===== src/rtl/core/ttep_pkg.sv =====
// ----------------------------------------------------------------------------
// ttep_pkg
// Types, constants and helpers shared by the time expression parser modules.
// ----------------------------------------------------------------------------
package ttep_pkg;

  localparam int CHAR_W    = 8;
  localparam int LEAD_W    = 40;
  localparam int MIN_W     = 7;
  localparam int FRM_W     = 7;
  localparam int SUB_W     = 20;
  localparam int CNT_W     = 5;
  localparam int MUL_W     = 32;
  localparam int PROD_W    = 2 * MUL_W;
  localparam int DNUM_W    = 64;
  localparam int DDEN_W    = 56;
  localparam int DCNT_W    = 7;
  localparam int TIME_W    = 63;
  localparam int FR_W      = 10;
  localparam int TR_W      = 24;
  localparam int DEN_W     = 30;
  localparam int CFG_AW    = 4;
  localparam int CFG_DW    = 32;

  localparam logic [LEAD_W-1:0] LEAD_MAX = '1;
  localparam logic [SUB_W-1:0]  SUB_MAX  = '1;
  localparam logic [TIME_W-1:0] TIME_MAX = '1;
  localparam logic [CNT_W-1:0]  CNT_MAX  = '1;

  // microsecond scale factors
  localparam logic [MUL_W-1:0] K_HOUR = 32'd3600000000;
  localparam logic [MUL_W-1:0] K_MIN  = 32'd60000000;
  localparam logic [MUL_W-1:0] K_SEC  = 32'd1000000;
  localparam logic [MUL_W-1:0] K_MS   = 32'd1000;

  // characters of the grammar
  localparam logic [CHAR_W-1:0] CH_0     = 8'h30;
  localparam logic [CHAR_W-1:0] CH_9     = 8'h39;
  localparam logic [CHAR_W-1:0] CH_COLON = 8'h3A;
  localparam logic [CHAR_W-1:0] CH_DOT   = 8'h2E;
  localparam logic [CHAR_W-1:0] CH_H     = 8'h68;
  localparam logic [CHAR_W-1:0] CH_M     = 8'h6D;
  localparam logic [CHAR_W-1:0] CH_S     = 8'h73;
  localparam logic [CHAR_W-1:0] CH_F     = 8'h66;
  localparam logic [CHAR_W-1:0] CH_T     = 8'h74;

  // register indexes
  localparam logic [1:0] REG_FRAME_RATE    = 2'd0;
  localparam logic [1:0] REG_SUBFRAME_RATE = 2'd1;
  localparam logic [1:0] REG_TICK_RATE     = 2'd2;

  typedef enum logic [3:0] {
    PH_LEAD, PH_MIN, PH_SEC, PH_CFRAC, PH_FRM, PH_SUB, PH_OFRAC, PH_UNIT, PH_ERR
  } phase_t;

  typedef enum logic [2:0] {
    U_H, U_M, U_S, U_MS, U_F, U_T
  } unit_t;

  typedef enum logic [4:0] {
    S_IDLE, S_EVAL, S_LP1, S_LP2, S_LP3,
    S_OF1, S_OF2, S_OF3,
    S_RT1, S_RT2, S_RT3, S_RT4, S_RT5, S_RT6,
    S_CK1, S_CK2, S_CK3, S_CF1,
    S_FR1, S_FR2, S_FR3,
    S_SB1, S_SB2, S_SB3, S_SB4,
    S_OUT
  } state_t;

  typedef enum logic [3:0] {
    MA_LEAD_HI, MA_LEAD_LO, MA_FRAC, MA_REM, MA_DEN, MA_MIN, MA_SEC, MA_FRM, MA_SUB,
    MA_SR
  } mul_a_t;

  typedef enum logic [2:0] {
    MB_LEADK, MB_UNITK, MB_US, MB_MINK, MB_DEN, MB_RATE, MB_FR
  } mul_b_t;

  typedef enum logic [2:0] {
    ACC_NONE, ACC_CLR, ACC_PROD, ACC_ADDM, ACC_ADDQ, ACC_LOADQ
  } acc_op_t;

  typedef enum logic [1:0] {
    T_NONE, T_LOADM, T_ADDM
  } t_op_t;

  typedef enum logic [1:0] {
    DN_M, DN_ACC, DN_T
  } div_num_t;

  typedef enum logic [2:0] {
    DD_DEN, DD_RATE, DD_FR, DD_M, DD_T
  } div_den_t;

  typedef struct packed {
    logic     parse;
    logic     clr_parse;
    logic     eval;
    logic     mul_en;
    mul_a_t   mul_a;
    mul_b_t   mul_b;
    acc_op_t  acc_op;
    t_op_t    t_op;
    logic     div_start;
    div_num_t div_num;
    div_den_t div_den;
  } cmd_t;

  typedef struct packed {
    logic   ok;
    phase_t phase;
    logic   rate_unit;
    logic   div_done;
  } status_t;

  typedef struct packed {
    logic [CHAR_W-1:0] char_in;
    logic              last_char;
  } in_item_t;

  typedef struct packed {
    logic [TIME_W-1:0] time_us;
    logic              malformed;
  } out_item_t;

  // ten to the power of the fraction digit count
  function automatic logic [DEN_W-1:0] pow10(input logic [3:0] d);
    logic [DEN_W-1:0] v;
    case (d)
      4'd0:    v = 30'd1;
      4'd1:    v = 30'd10;
      4'd2:    v = 30'd100;
      4'd3:    v = 30'd1000;
      4'd4:    v = 30'd10000;
      4'd5:    v = 30'd100000;
      4'd6:    v = 30'd1000000;
      4'd7:    v = 30'd10000000;
      4'd8:    v = 30'd100000000;
      default: v = 30'd1000000000;
    endcase
    return v;
  endfunction

  // saturating add into the time accumulator
  function automatic logic [TIME_W-1:0] sat_add(input logic [TIME_W-1:0] a,
                                                input logic [PROD_W-1:0] b);
    logic [PROD_W:0] s;
    s = {2'b00, a} + {1'b0, b};
    if (s > {2'b00, TIME_MAX}) begin
      return TIME_MAX;
    end
    return s[TIME_W-1:0];
  endfunction

endpackage


===== src/rtl/core/timed_text_time_expression_parser.sv =====
// ----------------------------------------------------------------------------
// timed_text_time_expression_parser
// Timed-text time expression to microseconds converter.
// ----------------------------------------------------------------------------
// Usage:
//   in_*  : one character per request, last_char marks the end of the
//           expression. Characters are taken at one per cycle while in_ready is high.
//   out_* : one result per expression, time in microseconds and a malformed
//           flag (time zero when malformed).
//   APB   : frame_rate at 0x0, subframe_rate at 0x4, tick_rate at 0x8; a rate
//           written as zero acts as one.
// A malformed expression goes straight to its result; every division runs on
// the shared bit-serial divider.
// While a result is computed or waits, in_ready is low; a stalled receiver
// simply holds the result, and the next expression starts the cycle after
// it is taken. Reset returns the rates to 30, 1 and 1 and starts a new
// expression.
// ----------------------------------------------------------------------------
module timed_text_time_expression_parser #(
  parameter int MAX_FRACTION_DIGITS = 6
) (
  input  logic                          clk,
  input  logic                          rst_n,
  input  logic                          in_valid,
  output logic                          in_ready,
  input  ttep_pkg::in_item_t            in_data,
  output logic                          out_valid,
  input  logic                          out_ready,
  output ttep_pkg::out_item_t           out_data,
  input  logic                          psel,
  input  logic                          penable,
  input  logic                          pwrite,
  input  logic [ttep_pkg::CFG_AW-1:0]   paddr,
  input  logic [ttep_pkg::CFG_DW-1:0]   pwdata,
  output logic [ttep_pkg::CFG_DW-1:0]   prdata,
  output logic                          pready
);

  logic [ttep_pkg::FR_W-1:0] frame_rate_r, subframe_rate_r;
  logic [ttep_pkg::TR_W-1:0] tick_rate_r;
  logic                      wr_en;

  // register writes
  assign pready = 1'b1;
  assign wr_en  = psel && penable && pwrite;

  always_ff @(posedge clk) begin
    if (!rst_n) begin
      frame_rate_r    <= ttep_pkg::FR_W'(30);
      subframe_rate_r <= ttep_pkg::FR_W'(1);
      tick_rate_r     <= ttep_pkg::TR_W'(1);
    end else if (wr_en) begin
      case (paddr[3:2])
        ttep_pkg::REG_FRAME_RATE:    frame_rate_r    <= pwdata[ttep_pkg::FR_W-1:0];
        ttep_pkg::REG_SUBFRAME_RATE: subframe_rate_r <= pwdata[ttep_pkg::FR_W-1:0];
        ttep_pkg::REG_TICK_RATE:     tick_rate_r     <= pwdata[ttep_pkg::TR_W-1:0];
        default:                     tick_rate_r     <= tick_rate_r;
      endcase
    end
  end

  // register reads
  always_comb begin
    case (paddr[3:2])
      ttep_pkg::REG_FRAME_RATE:    prdata = ttep_pkg::CFG_DW'(frame_rate_r);
      ttep_pkg::REG_SUBFRAME_RATE: prdata = ttep_pkg::CFG_DW'(subframe_rate_r);
      ttep_pkg::REG_TICK_RATE:     prdata = ttep_pkg::CFG_DW'(tick_rate_r);
      default:                     prdata = '0;
    endcase
  end

  ttep_pkg::cmd_t    cmd;
  ttep_pkg::status_t sts;

  ttep_ctrl u_ctrl (
    .clk       (clk),
    .rst_n     (rst_n),
    .in_valid  (in_valid),
    .in_last   (in_data.last_char),
    .in_ready  (in_ready),
    .out_valid (out_valid),
    .out_ready (out_ready),
    .sts       (sts),
    .cmd       (cmd)
  );

  ttep_dp #(
    .MAX_FRACTION_DIGITS (MAX_FRACTION_DIGITS)
  ) u_dp (
    .clk           (clk),
    .rst_n         (rst_n),
    .cmd           (cmd),
    .sts           (sts),
    .in_data       (in_data),
    .frame_rate    (frame_rate_r),
    .subframe_rate (subframe_rate_r),
    .tick_rate     (tick_rate_r),
    .out_data      (out_data)
  );

endmodule


===== src/rtl/core/ttep_div.sv =====
// ----------------------------------------------------------------------------
// ttep_div
// Restoring divider, one quotient bit per cycle.
// ----------------------------------------------------------------------------
module ttep_div (
  input  logic                        clk,
  input  logic                        rst_n,
  input  logic                        start,
  input  logic [ttep_pkg::DNUM_W-1:0] num,
  input  logic [ttep_pkg::DDEN_W-1:0] den,
  output logic                        done,
  output logic [ttep_pkg::DNUM_W-1:0] quo,
  output logic [ttep_pkg::DDEN_W-1:0] rem
);

  logic [ttep_pkg::DNUM_W-1:0] quo_r, quo_nxt;
  logic [ttep_pkg::DDEN_W-1:0] rem_r, rem_nxt, den_r;
  logic [ttep_pkg::DCNT_W-1:0] cnt_r, cnt_nxt;
  logic                        busy_r, busy_nxt, done_r, done_nxt;
  logic [ttep_pkg::DDEN_W:0]   rem_sh;

  // one shift and trial subtract per cycle
  always_comb begin
    quo_nxt  = quo_r;
    rem_nxt  = rem_r;
    cnt_nxt  = cnt_r;
    busy_nxt = busy_r;
    done_nxt = done_r;
    rem_sh   = {rem_r, quo_r[ttep_pkg::DNUM_W-1]};
    if (start) begin
      quo_nxt  = num;
      rem_nxt  = '0;
      cnt_nxt  = '0;
      busy_nxt = 1'b1;
      done_nxt = 1'b0;
    end else if (busy_r) begin
      if (rem_sh >= {1'b0, den_r}) begin
        rem_nxt = ttep_pkg::DDEN_W'(rem_sh - {1'b0, den_r});
        quo_nxt = {quo_r[ttep_pkg::DNUM_W-2:0], 1'b1};
      end else begin
        rem_nxt = rem_sh[ttep_pkg::DDEN_W-1:0];
        quo_nxt = {quo_r[ttep_pkg::DNUM_W-2:0], 1'b0};
      end
      cnt_nxt = cnt_r + 1'b1;
      if (cnt_r == ttep_pkg::DCNT_W'(ttep_pkg::DNUM_W - 1)) begin
        busy_nxt = 1'b0;
        done_nxt = 1'b1;
      end
    end
  end

  always_ff @(posedge clk) begin
    if (!rst_n) begin
      busy_r <= 1'b0;
      done_r <= 1'b0;
      cnt_r  <= '0;
    end else begin
      busy_r <= busy_nxt;
      done_r <= done_nxt;
      cnt_r  <= cnt_nxt;
    end
  end

  // operand and working registers
  always_ff @(posedge clk) begin
    quo_r <= quo_nxt;
    rem_r <= rem_nxt;
    if (start) begin
      den_r <= den;
    end
  end

  assign done = done_r;
  assign quo  = quo_r;
  assign rem  = rem_r;

endmodule


===== src/rtl/core/ttep_ctrl.sv =====
// ----------------------------------------------------------------------------
// ttep_ctrl
// Sequencer: takes characters, then steps the datapath through the scaling.
// ----------------------------------------------------------------------------
module ttep_ctrl (
  input  logic              clk,
  input  logic              rst_n,
  input  logic              in_valid,
  input  logic              in_last,
  output logic              in_ready,
  output logic              out_valid,
  input  logic              out_ready,
  input  ttep_pkg::status_t sts,
  output ttep_pkg::cmd_t    cmd
);

  ttep_pkg::state_t state_r, state_nxt;

  always_ff @(posedge clk) begin
    if (!rst_n) begin
      state_r <= ttep_pkg::S_IDLE;
    end else begin
      state_r <= state_nxt;
    end
  end

  // next state
  always_comb begin
    state_nxt = state_r;
    case (state_r)
      ttep_pkg::S_IDLE: begin
        if (in_valid && in_last) begin
          state_nxt = ttep_pkg::S_EVAL;
        end
      end
      ttep_pkg::S_EVAL: state_nxt = sts.ok ? ttep_pkg::S_LP1 : ttep_pkg::S_OUT;
      ttep_pkg::S_LP1:  state_nxt = ttep_pkg::S_LP2;
      ttep_pkg::S_LP2:  state_nxt = ttep_pkg::S_LP3;
      ttep_pkg::S_LP3: begin
        if (sts.phase == ttep_pkg::PH_UNIT) begin
          state_nxt = sts.rate_unit ? ttep_pkg::S_RT1 : ttep_pkg::S_OF1;
        end else begin
          state_nxt = ttep_pkg::S_CK1;
        end
      end
      ttep_pkg::S_OF1: state_nxt = ttep_pkg::S_OF2;
      ttep_pkg::S_OF2: state_nxt = ttep_pkg::S_OF3;
      ttep_pkg::S_OF3: if (sts.div_done) state_nxt = ttep_pkg::S_OUT;
      ttep_pkg::S_RT1: state_nxt = ttep_pkg::S_RT2;
      ttep_pkg::S_RT2: if (sts.div_done) state_nxt = ttep_pkg::S_RT3;
      ttep_pkg::S_RT3: state_nxt = ttep_pkg::S_RT4;
      ttep_pkg::S_RT4: state_nxt = ttep_pkg::S_RT5;
      ttep_pkg::S_RT5: state_nxt = ttep_pkg::S_RT6;
      ttep_pkg::S_RT6: if (sts.div_done) state_nxt = ttep_pkg::S_OUT;
      ttep_pkg::S_CK1: state_nxt = ttep_pkg::S_CK2;
      ttep_pkg::S_CK2: state_nxt = ttep_pkg::S_CK3;
      ttep_pkg::S_CK3: begin
        case (sts.phase)
          ttep_pkg::PH_CFRAC:              state_nxt = ttep_pkg::S_CF1;
          ttep_pkg::PH_FRM, ttep_pkg::PH_SUB: state_nxt = ttep_pkg::S_FR1;
          default:                         state_nxt = ttep_pkg::S_OUT;
        endcase
      end
      ttep_pkg::S_CF1: state_nxt = ttep_pkg::S_OF2;
      ttep_pkg::S_FR1: state_nxt = ttep_pkg::S_FR2;
      ttep_pkg::S_FR2: state_nxt = ttep_pkg::S_FR3;
      ttep_pkg::S_FR3: begin
        if (sts.div_done) begin
          state_nxt = (sts.phase == ttep_pkg::PH_SUB) ? ttep_pkg::S_SB1 : ttep_pkg::S_OUT;
        end
      end
      ttep_pkg::S_SB1: state_nxt = ttep_pkg::S_SB2;
      ttep_pkg::S_SB2: state_nxt = ttep_pkg::S_SB3;
      ttep_pkg::S_SB3: state_nxt = ttep_pkg::S_SB4;
      ttep_pkg::S_SB4: if (sts.div_done) state_nxt = ttep_pkg::S_OUT;
      ttep_pkg::S_OUT: if (out_ready) state_nxt = ttep_pkg::S_IDLE;
      default:         state_nxt = ttep_pkg::S_IDLE;
    endcase
  end

  // datapath commands and handshake outputs
  always_comb begin
    cmd       = '0;
    in_ready  = 1'b0;
    out_valid = 1'b0;
    case (state_r)
      ttep_pkg::S_IDLE: begin
        in_ready  = 1'b1;
        cmd.parse = in_valid;
      end
      ttep_pkg::S_EVAL: begin
        cmd.eval   = 1'b1;
        cmd.acc_op = ttep_pkg::ACC_CLR;
      end
      ttep_pkg::S_LP1: begin
        cmd.mul_en = 1'b1;
        cmd.mul_a  = ttep_pkg::MA_LEAD_HI;
        cmd.mul_b  = ttep_pkg::MB_LEADK;
      end
      ttep_pkg::S_LP2: begin
        cmd.mul_en = 1'b1;
        cmd.mul_a  = ttep_pkg::MA_LEAD_LO;
        cmd.mul_b  = ttep_pkg::MB_LEADK;
        cmd.t_op   = ttep_pkg::T_LOADM;
      end
      ttep_pkg::S_LP3: cmd.acc_op = ttep_pkg::ACC_PROD;
      ttep_pkg::S_OF1: begin
        cmd.mul_en = 1'b1;
        cmd.mul_a  = ttep_pkg::MA_FRAC;
        cmd.mul_b  = ttep_pkg::MB_UNITK;
      end
      ttep_pkg::S_OF2: begin
        cmd.div_start = 1'b1;
        cmd.div_num   = ttep_pkg::DN_M;
        cmd.div_den   = ttep_pkg::DD_DEN;
      end
      ttep_pkg::S_OF3, ttep_pkg::S_RT6, ttep_pkg::S_SB4: begin
        if (sts.div_done) cmd.acc_op = ttep_pkg::ACC_ADDQ;
      end
      ttep_pkg::S_RT1: begin
        cmd.div_start = 1'b1;
        cmd.div_num   = ttep_pkg::DN_ACC;
        cmd.div_den   = ttep_pkg::DD_RATE;
      end
      ttep_pkg::S_RT2: begin
        if (sts.div_done) begin
          cmd.acc_op = ttep_pkg::ACC_LOADQ;
          cmd.mul_en = 1'b1;
          cmd.mul_a  = ttep_pkg::MA_REM;
          cmd.mul_b  = ttep_pkg::MB_DEN;
        end
      end
      ttep_pkg::S_RT3: begin
        cmd.t_op   = ttep_pkg::T_LOADM;
        cmd.mul_en = 1'b1;
        cmd.mul_a  = ttep_pkg::MA_FRAC;
        cmd.mul_b  = ttep_pkg::MB_US;
      end
      ttep_pkg::S_RT4: begin
        cmd.t_op   = ttep_pkg::T_ADDM;
        cmd.mul_en = 1'b1;
        cmd.mul_a  = ttep_pkg::MA_DEN;
        cmd.mul_b  = ttep_pkg::MB_RATE;
      end
      ttep_pkg::S_RT5: begin
        cmd.div_start = 1'b1;
        cmd.div_num   = ttep_pkg::DN_T;
        cmd.div_den   = ttep_pkg::DD_M;
      end
      ttep_pkg::S_CK1: begin
        cmd.mul_en = 1'b1;
        cmd.mul_a  = ttep_pkg::MA_MIN;
        cmd.mul_b  = ttep_pkg::MB_MINK;
      end
      ttep_pkg::S_CK2: begin
        cmd.acc_op = ttep_pkg::ACC_ADDM;
        cmd.mul_en = 1'b1;
        cmd.mul_a  = ttep_pkg::MA_SEC;
        cmd.mul_b  = ttep_pkg::MB_US;
      end
      ttep_pkg::S_CK3: cmd.acc_op = ttep_pkg::ACC_ADDM;
      ttep_pkg::S_CF1: begin
        cmd.mul_en = 1'b1;
        cmd.mul_a  = ttep_pkg::MA_FRAC;
        cmd.mul_b  = ttep_pkg::MB_US;
      end
      ttep_pkg::S_FR1: begin
        cmd.mul_en = 1'b1;
        cmd.mul_a  = ttep_pkg::MA_FRM;
        cmd.mul_b  = ttep_pkg::MB_US;
      end
      ttep_pkg::S_FR2: begin
        cmd.div_start = 1'b1;
        cmd.div_num   = ttep_pkg::DN_M;
        cmd.div_den   = ttep_pkg::DD_FR;
      end
      ttep_pkg::S_FR3: begin
        if (sts.div_done) cmd.acc_op = ttep_pkg::ACC_ADDQ;
      end
      ttep_pkg::S_SB1: begin
        cmd.mul_en = 1'b1;
        cmd.mul_a  = ttep_pkg::MA_SR;
        cmd.mul_b  = ttep_pkg::MB_FR;
      end
      ttep_pkg::S_SB2: begin
        cmd.t_op   = ttep_pkg::T_LOADM;
        cmd.mul_en = 1'b1;
        cmd.mul_a  = ttep_pkg::MA_SUB;
        cmd.mul_b  = ttep_pkg::MB_US;
      end
      ttep_pkg::S_SB3: begin
        cmd.div_start = 1'b1;
        cmd.div_num   = ttep_pkg::DN_M;
        cmd.div_den   = ttep_pkg::DD_T;
      end
      ttep_pkg::S_OUT: begin
        out_valid     = 1'b1;
        cmd.clr_parse = 1'b1;
      end
      default: cmd = '0;
    endcase
  end

endmodule


===== src/rtl/core/ttep_dp.sv =====
// ----------------------------------------------------------------------------
// ttep_dp
// Datapath: character parser, field registers, multiplier, accumulator and
// the shared divider.
// ----------------------------------------------------------------------------
module ttep_dp #(
  parameter int MAX_FRACTION_DIGITS = 6
) (
  input  logic                        clk,
  input  logic                        rst_n,
  input  ttep_pkg::cmd_t              cmd,
  output ttep_pkg::status_t           sts,
  input  ttep_pkg::in_item_t          in_data,
  input  logic [ttep_pkg::FR_W-1:0]   frame_rate,
  input  logic [ttep_pkg::FR_W-1:0]   subframe_rate,
  input  logic [ttep_pkg::TR_W-1:0]   tick_rate,
  output ttep_pkg::out_item_t         out_data
);

  localparam int FRAC_W = $clog2(10 ** MAX_FRACTION_DIGITS);
  localparam int FD_W   = $clog2(MAX_FRACTION_DIGITS + 1);

  ttep_pkg::phase_t                 phase_r, phase_nxt;
  ttep_pkg::unit_t                  unit_r, unit_nxt;
  logic [ttep_pkg::LEAD_W-1:0]      lead_r, lead_nxt;
  logic [ttep_pkg::MIN_W-1:0]       min_r, min_nxt, sec_r, sec_nxt;
  logic [ttep_pkg::FRM_W-1:0]       frm_r, frm_nxt;
  logic [ttep_pkg::SUB_W-1:0]       sub_r, sub_nxt;
  logic [FRAC_W-1:0]                frac_r, frac_nxt;
  logic [FD_W-1:0]                  fd_r, fd_nxt;
  logic [ttep_pkg::CNT_W-1:0]       cnt_r, cnt_nxt, cnt_inc;
  logic [ttep_pkg::TIME_W-1:0]      acc_r;
  logic                             mal_r;

  logic [ttep_pkg::CHAR_W-1:0]      c;
  logic                             dig, is_unit;
  logic [3:0]                       d;
  ttep_pkg::unit_t                  unit_c;
  logic [ttep_pkg::LEAD_W+3:0]      lead10;
  logic [ttep_pkg::SUB_W+3:0]       sub10;
  logic [FRAC_W+3:0]                frac10;

  // ---- character parser ----
  assign c       = in_data.char_in;
  assign dig     = (c inside {[ttep_pkg::CH_0:ttep_pkg::CH_9]});
  assign d       = dig ? c[3:0] : 4'd0;
  assign lead10  = ({4'b0, lead_r} << 3) + ({4'b0, lead_r} << 1)
                   + (ttep_pkg::LEAD_W + 4)'(d);
  assign sub10   = ({4'b0, sub_r} << 3) + ({4'b0, sub_r} << 1)
                   + (ttep_pkg::SUB_W + 4)'(d);
  assign frac10  = ({4'b0, frac_r} << 3) + ({4'b0, frac_r} << 1) + (FRAC_W + 4)'(d);
  assign cnt_inc = (cnt_r == ttep_pkg::CNT_MAX) ? cnt_r : cnt_r + 1'b1;

  // unit letters
  always_comb begin
    is_unit = 1'b1;
    case (c)
      ttep_pkg::CH_H: unit_c = ttep_pkg::U_H;
      ttep_pkg::CH_M: unit_c = ttep_pkg::U_M;
      ttep_pkg::CH_S: unit_c = ttep_pkg::U_S;
      ttep_pkg::CH_F: unit_c = ttep_pkg::U_F;
      ttep_pkg::CH_T: unit_c = ttep_pkg::U_T;
      default: begin
        unit_c  = ttep_pkg::U_H;
        is_unit = 1'b0;
      end
    endcase
  end

  // next parse state
  always_comb begin
    phase_nxt = phase_r;
    unit_nxt  = unit_r;
    lead_nxt  = lead_r;
    min_nxt   = min_r;
    sec_nxt   = sec_r;
    frm_nxt   = frm_r;
    sub_nxt   = sub_r;
    frac_nxt  = frac_r;
    fd_nxt    = fd_r;
    cnt_nxt   = cnt_r;
    if (cmd.clr_parse) begin
      phase_nxt = ttep_pkg::PH_LEAD;
      unit_nxt  = ttep_pkg::U_H;
      lead_nxt  = '0;
      min_nxt   = '0;
      sec_nxt   = '0;
      frm_nxt   = '0;
      sub_nxt   = '0;
      frac_nxt  = '0;
      fd_nxt    = '0;
      cnt_nxt   = '0;
    end else if (cmd.parse) begin
      case (phase_r)
        ttep_pkg::PH_LEAD: begin
          if (dig) begin
            lead_nxt = (lead10 > {4'b0, ttep_pkg::LEAD_MAX}) ? ttep_pkg::LEAD_MAX
                                                            : lead10[ttep_pkg::LEAD_W-1:0];
            cnt_nxt  = cnt_inc;
          end else if (c == ttep_pkg::CH_COLON && cnt_r >= 5'd2) begin
            phase_nxt = ttep_pkg::PH_MIN;
            cnt_nxt   = '0;
          end else if (c == ttep_pkg::CH_DOT && cnt_r >= 5'd1) begin
            phase_nxt = ttep_pkg::PH_OFRAC;
            cnt_nxt   = '0;
          end else if (cnt_r >= 5'd1 && is_unit) begin
            unit_nxt  = unit_c;
            phase_nxt = ttep_pkg::PH_UNIT;
          end else begin
            phase_nxt = ttep_pkg::PH_ERR;
          end
        end
        ttep_pkg::PH_MIN: begin
          if (dig && cnt_r < 5'd2) begin
            min_nxt = ttep_pkg::MIN_W'(({3'b0, min_r} << 3) + ({3'b0, min_r} << 1) + d);
            cnt_nxt = cnt_inc;
          end else if (c == ttep_pkg::CH_COLON && cnt_r == 5'd2) begin
            phase_nxt = ttep_pkg::PH_SEC;
            cnt_nxt   = '0;
          end else begin
            phase_nxt = ttep_pkg::PH_ERR;
          end
        end
        ttep_pkg::PH_SEC: begin
          if (dig && cnt_r < 5'd2) begin
            sec_nxt = ttep_pkg::MIN_W'(({3'b0, sec_r} << 3) + ({3'b0, sec_r} << 1) + d);
            cnt_nxt = cnt_inc;
          end else if (c == ttep_pkg::CH_DOT && cnt_r == 5'd2) begin
            phase_nxt = ttep_pkg::PH_CFRAC;
            cnt_nxt   = '0;
          end else if (c == ttep_pkg::CH_COLON && cnt_r == 5'd2) begin
            phase_nxt = ttep_pkg::PH_FRM;
            cnt_nxt   = '0;
          end else begin
            phase_nxt = ttep_pkg::PH_ERR;
          end
        end
        ttep_pkg::PH_CFRAC, ttep_pkg::PH_OFRAC: begin
          if (dig) begin
            if (fd_r < FD_W'(MAX_FRACTION_DIGITS)) begin
              frac_nxt = frac10[FRAC_W-1:0];
              fd_nxt   = fd_r + 1'b1;
            end
            cnt_nxt = cnt_inc;
          end else if (phase_r == ttep_pkg::PH_OFRAC && cnt_r >= 5'd1 && is_unit) begin
            unit_nxt  = unit_c;
            phase_nxt = ttep_pkg::PH_UNIT;
          end else begin
            phase_nxt = ttep_pkg::PH_ERR;
          end
        end
        ttep_pkg::PH_FRM: begin
          if (dig && cnt_r < 5'd2) begin
            frm_nxt = ttep_pkg::FRM_W'(({3'b0, frm_r} << 3) + ({3'b0, frm_r} << 1) + d);
            cnt_nxt = cnt_inc;
          end else if (c == ttep_pkg::CH_DOT && cnt_r == 5'd2) begin
            phase_nxt = ttep_pkg::PH_SUB;
            cnt_nxt   = '0;
          end else begin
            phase_nxt = ttep_pkg::PH_ERR;
          end
        end
        ttep_pkg::PH_SUB: begin
          if (dig) begin
            sub_nxt = (sub10 > {4'b0, ttep_pkg::SUB_MAX}) ? ttep_pkg::SUB_MAX
                                                          : sub10[ttep_pkg::SUB_W-1:0];
            cnt_nxt = cnt_inc;
          end else begin
            phase_nxt = ttep_pkg::PH_ERR;
          end
        end
        ttep_pkg::PH_UNIT: begin
          if (unit_r == ttep_pkg::U_M && c == ttep_pkg::CH_S) begin
            unit_nxt = ttep_pkg::U_MS;
          end else begin
            phase_nxt = ttep_pkg::PH_ERR;
          end
        end
        default: phase_nxt = ttep_pkg::PH_ERR;
      endcase
    end
  end

  always_ff @(posedge clk) begin
    if (!rst_n) begin
      phase_r <= ttep_pkg::PH_LEAD;
      unit_r  <= ttep_pkg::U_H;
      lead_r  <= '0;
      min_r   <= '0;
      sec_r   <= '0;
      frm_r   <= '0;
      sub_r   <= '0;
      frac_r  <= '0;
      fd_r    <= '0;
      cnt_r   <= '0;
    end else begin
      phase_r <= phase_nxt;
      unit_r  <= unit_nxt;
      lead_r  <= lead_nxt;
      min_r   <= min_nxt;
      sec_r   <= sec_nxt;
      frm_r   <= frm_nxt;
      sub_r   <= sub_nxt;
      frac_r  <= frac_nxt;
      fd_r    <= fd_nxt;
      cnt_r   <= cnt_nxt;
    end
  end

  // ---- status to the sequencer ----
  logic ok;
  always_comb begin
    case (phase_r)
      ttep_pkg::PH_SEC, ttep_pkg::PH_FRM:   ok = (cnt_r == 5'd2);
      ttep_pkg::PH_CFRAC, ttep_pkg::PH_SUB: ok = (cnt_r >= 5'd1);
      ttep_pkg::PH_UNIT:                    ok = 1'b1;
      default:                              ok = 1'b0;
    endcase
  end

  logic                         div_done;
  logic [ttep_pkg::DNUM_W-1:0]  div_q;
  logic [ttep_pkg::DDEN_W-1:0]  div_r;

  assign sts.ok        = ok;
  assign sts.phase     = phase_r;
  assign sts.rate_unit = (unit_r == ttep_pkg::U_F) || (unit_r == ttep_pkg::U_T);
  assign sts.div_done  = div_done;

  // ---- effective rates and scale constants ----
  logic [ttep_pkg::FR_W-1:0]  fr_eff, sr_eff;
  logic [ttep_pkg::TR_W-1:0]  tr_eff, rate_val;
  logic [ttep_pkg::DEN_W-1:0] den_val;
  logic [ttep_pkg::MUL_W-1:0] unit_k, lead_k;

  assign fr_eff   = (frame_rate == '0) ? ttep_pkg::FR_W'(1) : frame_rate;
  assign sr_eff   = (subframe_rate == '0) ? ttep_pkg::FR_W'(1) : subframe_rate;
  assign tr_eff   = (tick_rate == '0) ? ttep_pkg::TR_W'(1) : tick_rate;
  assign rate_val = (unit_r == ttep_pkg::U_F) ? ttep_pkg::TR_W'(fr_eff) : tr_eff;
  assign den_val  = ttep_pkg::pow10(4'(fd_r));

  always_comb begin
    case (unit_r)
      ttep_pkg::U_H:  unit_k = ttep_pkg::K_HOUR;
      ttep_pkg::U_M:  unit_k = ttep_pkg::K_MIN;
      ttep_pkg::U_MS: unit_k = ttep_pkg::K_MS;
      default:        unit_k = ttep_pkg::K_SEC;
    endcase
  end
  assign lead_k = (phase_r == ttep_pkg::PH_UNIT) ? unit_k : ttep_pkg::K_HOUR;

  // ---- multiplier ----
  logic [ttep_pkg::MUL_W-1:0]  mul_a, mul_b;
  logic [ttep_pkg::PROD_W-1:0] m_r, t_r;
  localparam int HALF_W = ttep_pkg::LEAD_W / 2;

  always_comb begin
    case (cmd.mul_a)
      ttep_pkg::MA_LEAD_HI: mul_a = ttep_pkg::MUL_W'(lead_r[ttep_pkg::LEAD_W-1:HALF_W]);
      ttep_pkg::MA_LEAD_LO: mul_a = ttep_pkg::MUL_W'(lead_r[HALF_W-1:0]);
      ttep_pkg::MA_FRAC:    mul_a = ttep_pkg::MUL_W'(frac_r);
      ttep_pkg::MA_REM:     mul_a = div_r[ttep_pkg::MUL_W-1:0];
      ttep_pkg::MA_DEN:     mul_a = ttep_pkg::MUL_W'(den_val);
      ttep_pkg::MA_MIN:     mul_a = ttep_pkg::MUL_W'(min_r);
      ttep_pkg::MA_SEC:     mul_a = ttep_pkg::MUL_W'(sec_r);
      ttep_pkg::MA_FRM:     mul_a = ttep_pkg::MUL_W'(frm_r);
      ttep_pkg::MA_SUB:     mul_a = ttep_pkg::MUL_W'(sub_r);
      ttep_pkg::MA_SR:      mul_a = ttep_pkg::MUL_W'(sr_eff);
      default:              mul_a = '0;
    endcase
    case (cmd.mul_b)
      ttep_pkg::MB_LEADK: mul_b = lead_k;
      ttep_pkg::MB_UNITK: mul_b = unit_k;
      ttep_pkg::MB_US:    mul_b = ttep_pkg::K_SEC;
      ttep_pkg::MB_MINK:  mul_b = ttep_pkg::K_MIN;
      ttep_pkg::MB_DEN:   mul_b = ttep_pkg::MUL_W'(den_val);
      ttep_pkg::MB_RATE:  mul_b = ttep_pkg::MUL_W'(rate_val);
      ttep_pkg::MB_FR:    mul_b = ttep_pkg::MUL_W'(fr_eff);
      default:            mul_b = '0;
    endcase
  end

  always_ff @(posedge clk) begin
    if (cmd.mul_en) begin
      m_r <= mul_a * mul_b;
    end
    case (cmd.t_op)
      ttep_pkg::T_LOADM: t_r <= m_r;
      ttep_pkg::T_ADDM:  t_r <= t_r + m_r;
      default:           t_r <= t_r;
    endcase
  end

  // ---- saturated wide product from the two half products ----
  logic [ttep_pkg::TIME_W-1:0] prod_sat;
  logic [ttep_pkg::PROD_W-1:0] prod_sum;
  localparam int HI_KEEP = ttep_pkg::TIME_W - HALF_W;

  assign prod_sum = {1'b0, t_r[HI_KEEP-1:0], {HALF_W{1'b0}}} + m_r;
  assign prod_sat = (t_r[ttep_pkg::PROD_W-1:HI_KEEP] != '0 ||
                     prod_sum[ttep_pkg::PROD_W-1]) ? ttep_pkg::TIME_MAX
                                                   : prod_sum[ttep_pkg::TIME_W-1:0];

  // ---- divider ----
  logic [ttep_pkg::DNUM_W-1:0] div_num;
  logic [ttep_pkg::DDEN_W-1:0] div_den;

  always_comb begin
    case (cmd.div_num)
      ttep_pkg::DN_ACC: div_num = ttep_pkg::DNUM_W'(acc_r);
      ttep_pkg::DN_T:   div_num = t_r;
      default:          div_num = m_r;
    endcase
    case (cmd.div_den)
      ttep_pkg::DD_RATE: div_den = ttep_pkg::DDEN_W'(rate_val);
      ttep_pkg::DD_FR:   div_den = ttep_pkg::DDEN_W'(fr_eff);
      ttep_pkg::DD_M:    div_den = m_r[ttep_pkg::DDEN_W-1:0];
      ttep_pkg::DD_T:    div_den = t_r[ttep_pkg::DDEN_W-1:0];
      default:           div_den = ttep_pkg::DDEN_W'(den_val);
    endcase
  end

  ttep_div u_div (
    .clk   (clk),
    .rst_n (rst_n),
    .start (cmd.div_start),
    .num   (div_num),
    .den   (div_den),
    .done  (div_done),
    .quo   (div_q),
    .rem   (div_r)
  );

  // ---- accumulator and result ----
  always_ff @(posedge clk) begin
    case (cmd.acc_op)
      ttep_pkg::ACC_CLR:   acc_r <= '0;
      ttep_pkg::ACC_PROD:  acc_r <= prod_sat;
      ttep_pkg::ACC_ADDM:  acc_r <= ttep_pkg::sat_add(acc_r, m_r);
      ttep_pkg::ACC_ADDQ:  acc_r <= ttep_pkg::sat_add(acc_r, div_q);
      ttep_pkg::ACC_LOADQ: acc_r <= div_q[ttep_pkg::TIME_W-1:0];
      default:             acc_r <= acc_r;
    endcase
    if (cmd.eval) begin
      mal_r <= !ok;
    end
  end

  assign out_data.time_us   = acc_r;
  assign out_data.malformed = mal_r;

endmodule


===== config.mk =====
export PLATFORM = sky130hd
export DESIGN_NAME = timed_text_time_expression_parser
export DESIGN_NICKNAME = d
export VERILOG_FILES = /design/src/rtl/core/ttep_pkg.sv /design/src/rtl/core/timed_text_time_expression_parser.sv /design/src/rtl/core/ttep_div.sv /design/src/rtl/core/ttep_ctrl.sv /design/src/rtl/core/ttep_dp.sv
export SDC_FILE = /design/constraint.sdc
export NUM_CORES = 2
export LEC_CHECK = 0
export BUFFER_PORTS_ARGS = -buffer_cell sky130_fd_sc_hd__buf_2
export CAP_MARGIN = 20
export CORE_MARGIN = 3
export CORE_UTILIZATION = 50
export CTS_CLUSTER_SIZE = 12
export DETAILED_ROUTE_END_ITERATION = 16
export PLACE_DENSITY_LB_ADDON = 0.3
export SYNTH_ARGS = -nofsm -noshare
export SYNTH_HDL_FRONTEND = slang
export SYNTH_SLANG_ARGS = --single-unit

===== constraint.sdc =====
create_clock -name clk -period 8.93 [get_ports clk]
set_input_delay 1.786 -clock clk [delete_from_list [all_inputs] [get_ports clk]]
set_output_delay 1.786 -clock clk [all_outputs]
set_load 0.02 [all_outputs]

==> impl_results.md <==
* Result of the run: complete, but fails checks
* Failing checks: negative setup slack
* Tightest Pin Transition at 1099 ps
* Kind of capture point of the worst setup path: register
* Number of instances in the placed design at 11980
* Shortest clock period the worst path allows after layout at 9157 ps
* Non-Filler Cell Area, Final at 92440 sq um
* Worst min-delay path class: reg -> reg
* Share of flip-flops with an asynchronous set or reset after synthesis at 0%
* Count of vias placed by the detailed router at 73380
* Cell family contributing the most delay on the critical path: adder cells
* Total of hold buffers inserted after clock tree synthesis at 0
* Clock Skew at ~42 ps
* Critical-path top delay cell: fa_1
* Floorplan die area at approximately 160000 sq um
* Top FF cell, synth: edfxtp_1
* Timing-limited maximum frequency at roughly 0.11 GHz
* Buffers added on ports at 131
* Count of pins on the block boundary at 151
* TritonCTS clock tree: built
* Slowest cell delay on critical path at around 600 ps
* M1 wire length at between 100000 and 150000 um
* Endpoint of the worst setup timing path: u_dp.m_r[57]
* Warnings, synthesis at 0
* Hold slack at 499.5 ps
* Post-synthesis sequential element count at roughly 560
* Critical path peak fanout at 7
* Number of global-route vias before repair at around 73000
* Starting DRC count in detailed routing at about 7600
* Power density cells at ~240 nW/um^2
* Post-Synthesis Mean Instance Area at 8.458 sq um
* Vias per cell at 6.025
* GRT Overall Usage at 35.94%
* Insertion delay to the later sink of the worst-skew pair at 690 ps
* Number of setup violations in the final report at 11
* Register-to-Register Setup Slack at -230 ps
* DRC viols at 0
* Final total negative setup slack at -1126 ps
* Number of antenna violations at the first check in global routing at 21
* Synth-to-layout area growth at 16.75%
* Post-synthesis cell count at roughly 9400
* Non-filler cells, final at 12180
* Drt pass-1 iters at 8
* Launch instance of the worst register-to-register path: u_ctrl.state_r[0]
* Wire length of the first global-routing pass at 445500 um
* Max-capacitance violation count at 0
* Wire per inst at 24.51 um
* Remaining global-route overflow at 0
* Cell count along the critical path at 38
* R2r worst-path depth at 38
* Clock edge transition at the registers on the reported setup and hold paths at 60 ps
* Worst slew slack as a fraction of its limit at 24.85%
* Peak supply drop at 0.2109 mV
* H-Tree Depth at 3
* Worst R2R End: u_dp.m_r[57]
* Total count of max-transition violations in the final report at 0
* Most used cell, CP: fa_1
* Fraction of the yosys area taken by sequential cells at 18.05%
* Final count of hold timing violations at 0
* Share of Yosys cell area claimed by the top area cell type at 21.44%
* CTS Buf Count at 70
* Min setup slack post-route at -227.0 ps
* Final RePlAce weighted congestion at 1.061
* Max Buffers Root-to-Sink at 3
* Clock sinks at ~560
* Number of distinct standard cells referenced by the synthesized netlist at 108
* Synth Cell Area at about 80000 sq um
* Leak pwr at 0.04401 uW
* Initial Util at approximately half
* Site row count at 145
* Share of layout cells above drive strength 1 at between 10% and 20%
* Largest area contributor in the netlist: fa_1
* Total placed instance area at about 88000 sq um
* Maximum number of pins on one net before global-route repair at 117
* Post-route antenna net violation count at 0
* Clock root buffer: clkbuf_16
* Final net count at 11760
* Crit path launch type: register
* Number of enable flip-flop cells after synthesis at between 300 and 400
* Main area contributors after synthesis: fa_1 (21%), ha_1 (13%), edfxtp_1 (12%)
* DIE HEIGHT at 403.9 um
* Placeable core area at 156800 sq um
* Floorplan die width at 403.9 um
* Met2 wire len at 131500 um
* Met3 routed WL at 31370 um
* Post-placement setup slack at -1066 ps
* Highest metal layer used by the detailed router: met5
* HPWL reported at the end of detailed placement at 244300 um
* Critical Path Source: u_ctrl.state_r[0]
* Buffers and inverters on the worst path at 12
* Data required time of the worst path at 9340 ps
* Unrepaired setup endpoints after global routing: true
* Final wirelength at 298500 um
* Share of the cycle needed by the critical path after routing at 102.5%
* Worst Path Arrival at 9570 ps
* Kind of critical path: reg -> reg
* Count of fill cells added during filler insertion at between 10000 and 15000
==> layout make-up <==
cell class | instances | area (sq um) | share of cell area [%]
multi-input combinational | 7265 | 60400 | 65.34
clock inverter | 38 | 404.1 | 0.4372
tap | 2058 | 2575 | 2.785
sequential | 558 | 14310 | 15.48
clock buffer | 88 | 1912 | 2.068
antenna | 13 | 32.53 | 0.03519
timing repair buffer | 984 | 8389 | 9.075
inverter | 1175 | 4413 | 4.774
==> repair_timing <==
action | in CTS | in global routing
setup buffers | 32 | 26
pin swaps | 69 | 49
cloned | 3 | 3
gates resized for setup | 160 | 98
endpoints found under the setup margin | 29 | 25
==> registers in the layout, summed over array words and instances (netlist names), 3 cells and up <==
register,cells
u_dp.fd_r,3
u_dp.u_div.cnt_r,7
u_dp.u_div.quo,64
u_dp.cnt_r,5
u_ctrl.state_r,5
u_dp.t_r,64
u_dp.sub_r,20
u_dp.lead_r,40
frame_rate_r,10
tick_rate_r,24
u_dp.den_val,16
u_dp.sec_r,7
u_dp.acc_r,63
u_dp.unit_r,3
u_dp.u_div.rem,56
u_dp.phase_r,4
u_dp.u_div.den_r,56
u_dp.frm_r,7
u_dp.min_r,7
u_dp.m_r,64
subframe_rate_r,10
u_dp.frac_r,20
==> metrics by stage <==
stage | util [%] | total power (uW)
detailed placement | 56.32 | 18910
floorplan | - | 14530
global placement | 56.32 | 18760
finish | 58.97 | 22600
global route | 58.95 | 24210
CTS | 58.50 | 22130
==> logic make-up after synthesis <==
kind of cell / synth area share, %
xor+xnor: 4.635
mux: 1.673
flops: 18.05
fa+ha+maj: 34.15
buf+inv: 8.004
compound gates: 19.33
other cells: 0.009485
simple gates: 14.15
==> report_power, final <==
part	internal (uW)	total [uW]	leakage, uW	switching (uW)
combinational	5820	14900	0.0380	9060
clock	1680	2940	0.00112	1260
sequential	3740	4790	0.00491	1050
total	11200	22600	0.0440	11400
==> per-layer routing <==
metal | GRT usage (%) | vias to the layer above
li1 | - | 33250
met1 | 47.90 | 36000
met2 | 56.11 | 3452
met3 | 8.824 | 672
met4 | 14.52 | 2
met5 | 0 | -
==> worst register-to-register path, delay by kind of cell, from the launching register on <==
family                     cells  cell delay [ps]
adders and majority gates      9             4380
AOI/OAI and AO/OA             13             2180
buffers and inverters         12             1420
and+or+nand+nor                3              430
DFF                            1              390
xor gates and xnor gates       1               80
==> placed cells by master (no fill, tap or decap), types with 56 or more instances in the layout <==
cell type     n
inv_1      1163
nand2_1    1070
fa_1        825
ha_1        777
nor2_1      729
buf_4       724
o21ai_0     712
a21oi_1     548
edfxtp_1    312
a21o_1      279
xnor2_1     255
dfxtp_1     240
xor2_1      163
nand4_1     141
buf_2       132
conb_1      115
nand3_1     104
a22oi_1     101
buf_12       85
nor2b_1      77
nor3_1       76
clkbuf_16    74
a31oi_1      73
mux2i_1      67
o21bai_1     65
nand2b_1     63
and2_1       63
a21oi_2      57
mux2_2       56
==> cells in the mapped netlist (141+ instances only) <==
cell type,number
o21ai_0,736
dfxtp_1,246
fa_1,848
nand2_1,1080
inv_1,1175
ha_1,804
clkbuf_1,408
nand4_1,141
a21o_1,279
edfxtp_1,312
nor2_1,747
xor2_1,163
a21oi_1,573
xnor2_1,256
==> how the worst min path moves through the flow <==
stage,cells past startpoint,slack [ps],from,to
final,2,500,u_dp.u_div.rem[54],u_dp.u_div.rem[55]
after global routing,2,530,u_dp.u_div.rem[49],u_dp.u_div.rem[50]
after CTS,2,500,u_dp.u_div.rem[54],u_dp.u_div.rem[55]
after detailed placement,2,490,u_dp.u_div.rem[36],u_dp.u_div.rem[37]
after global placement,2,480,u_dp.sec_r[6],u_dp.sec_r[6]
after floorplan,2,460,u_dp.min_r[6],u_dp.min_r[6]
(Power assumes the default switching activity.)
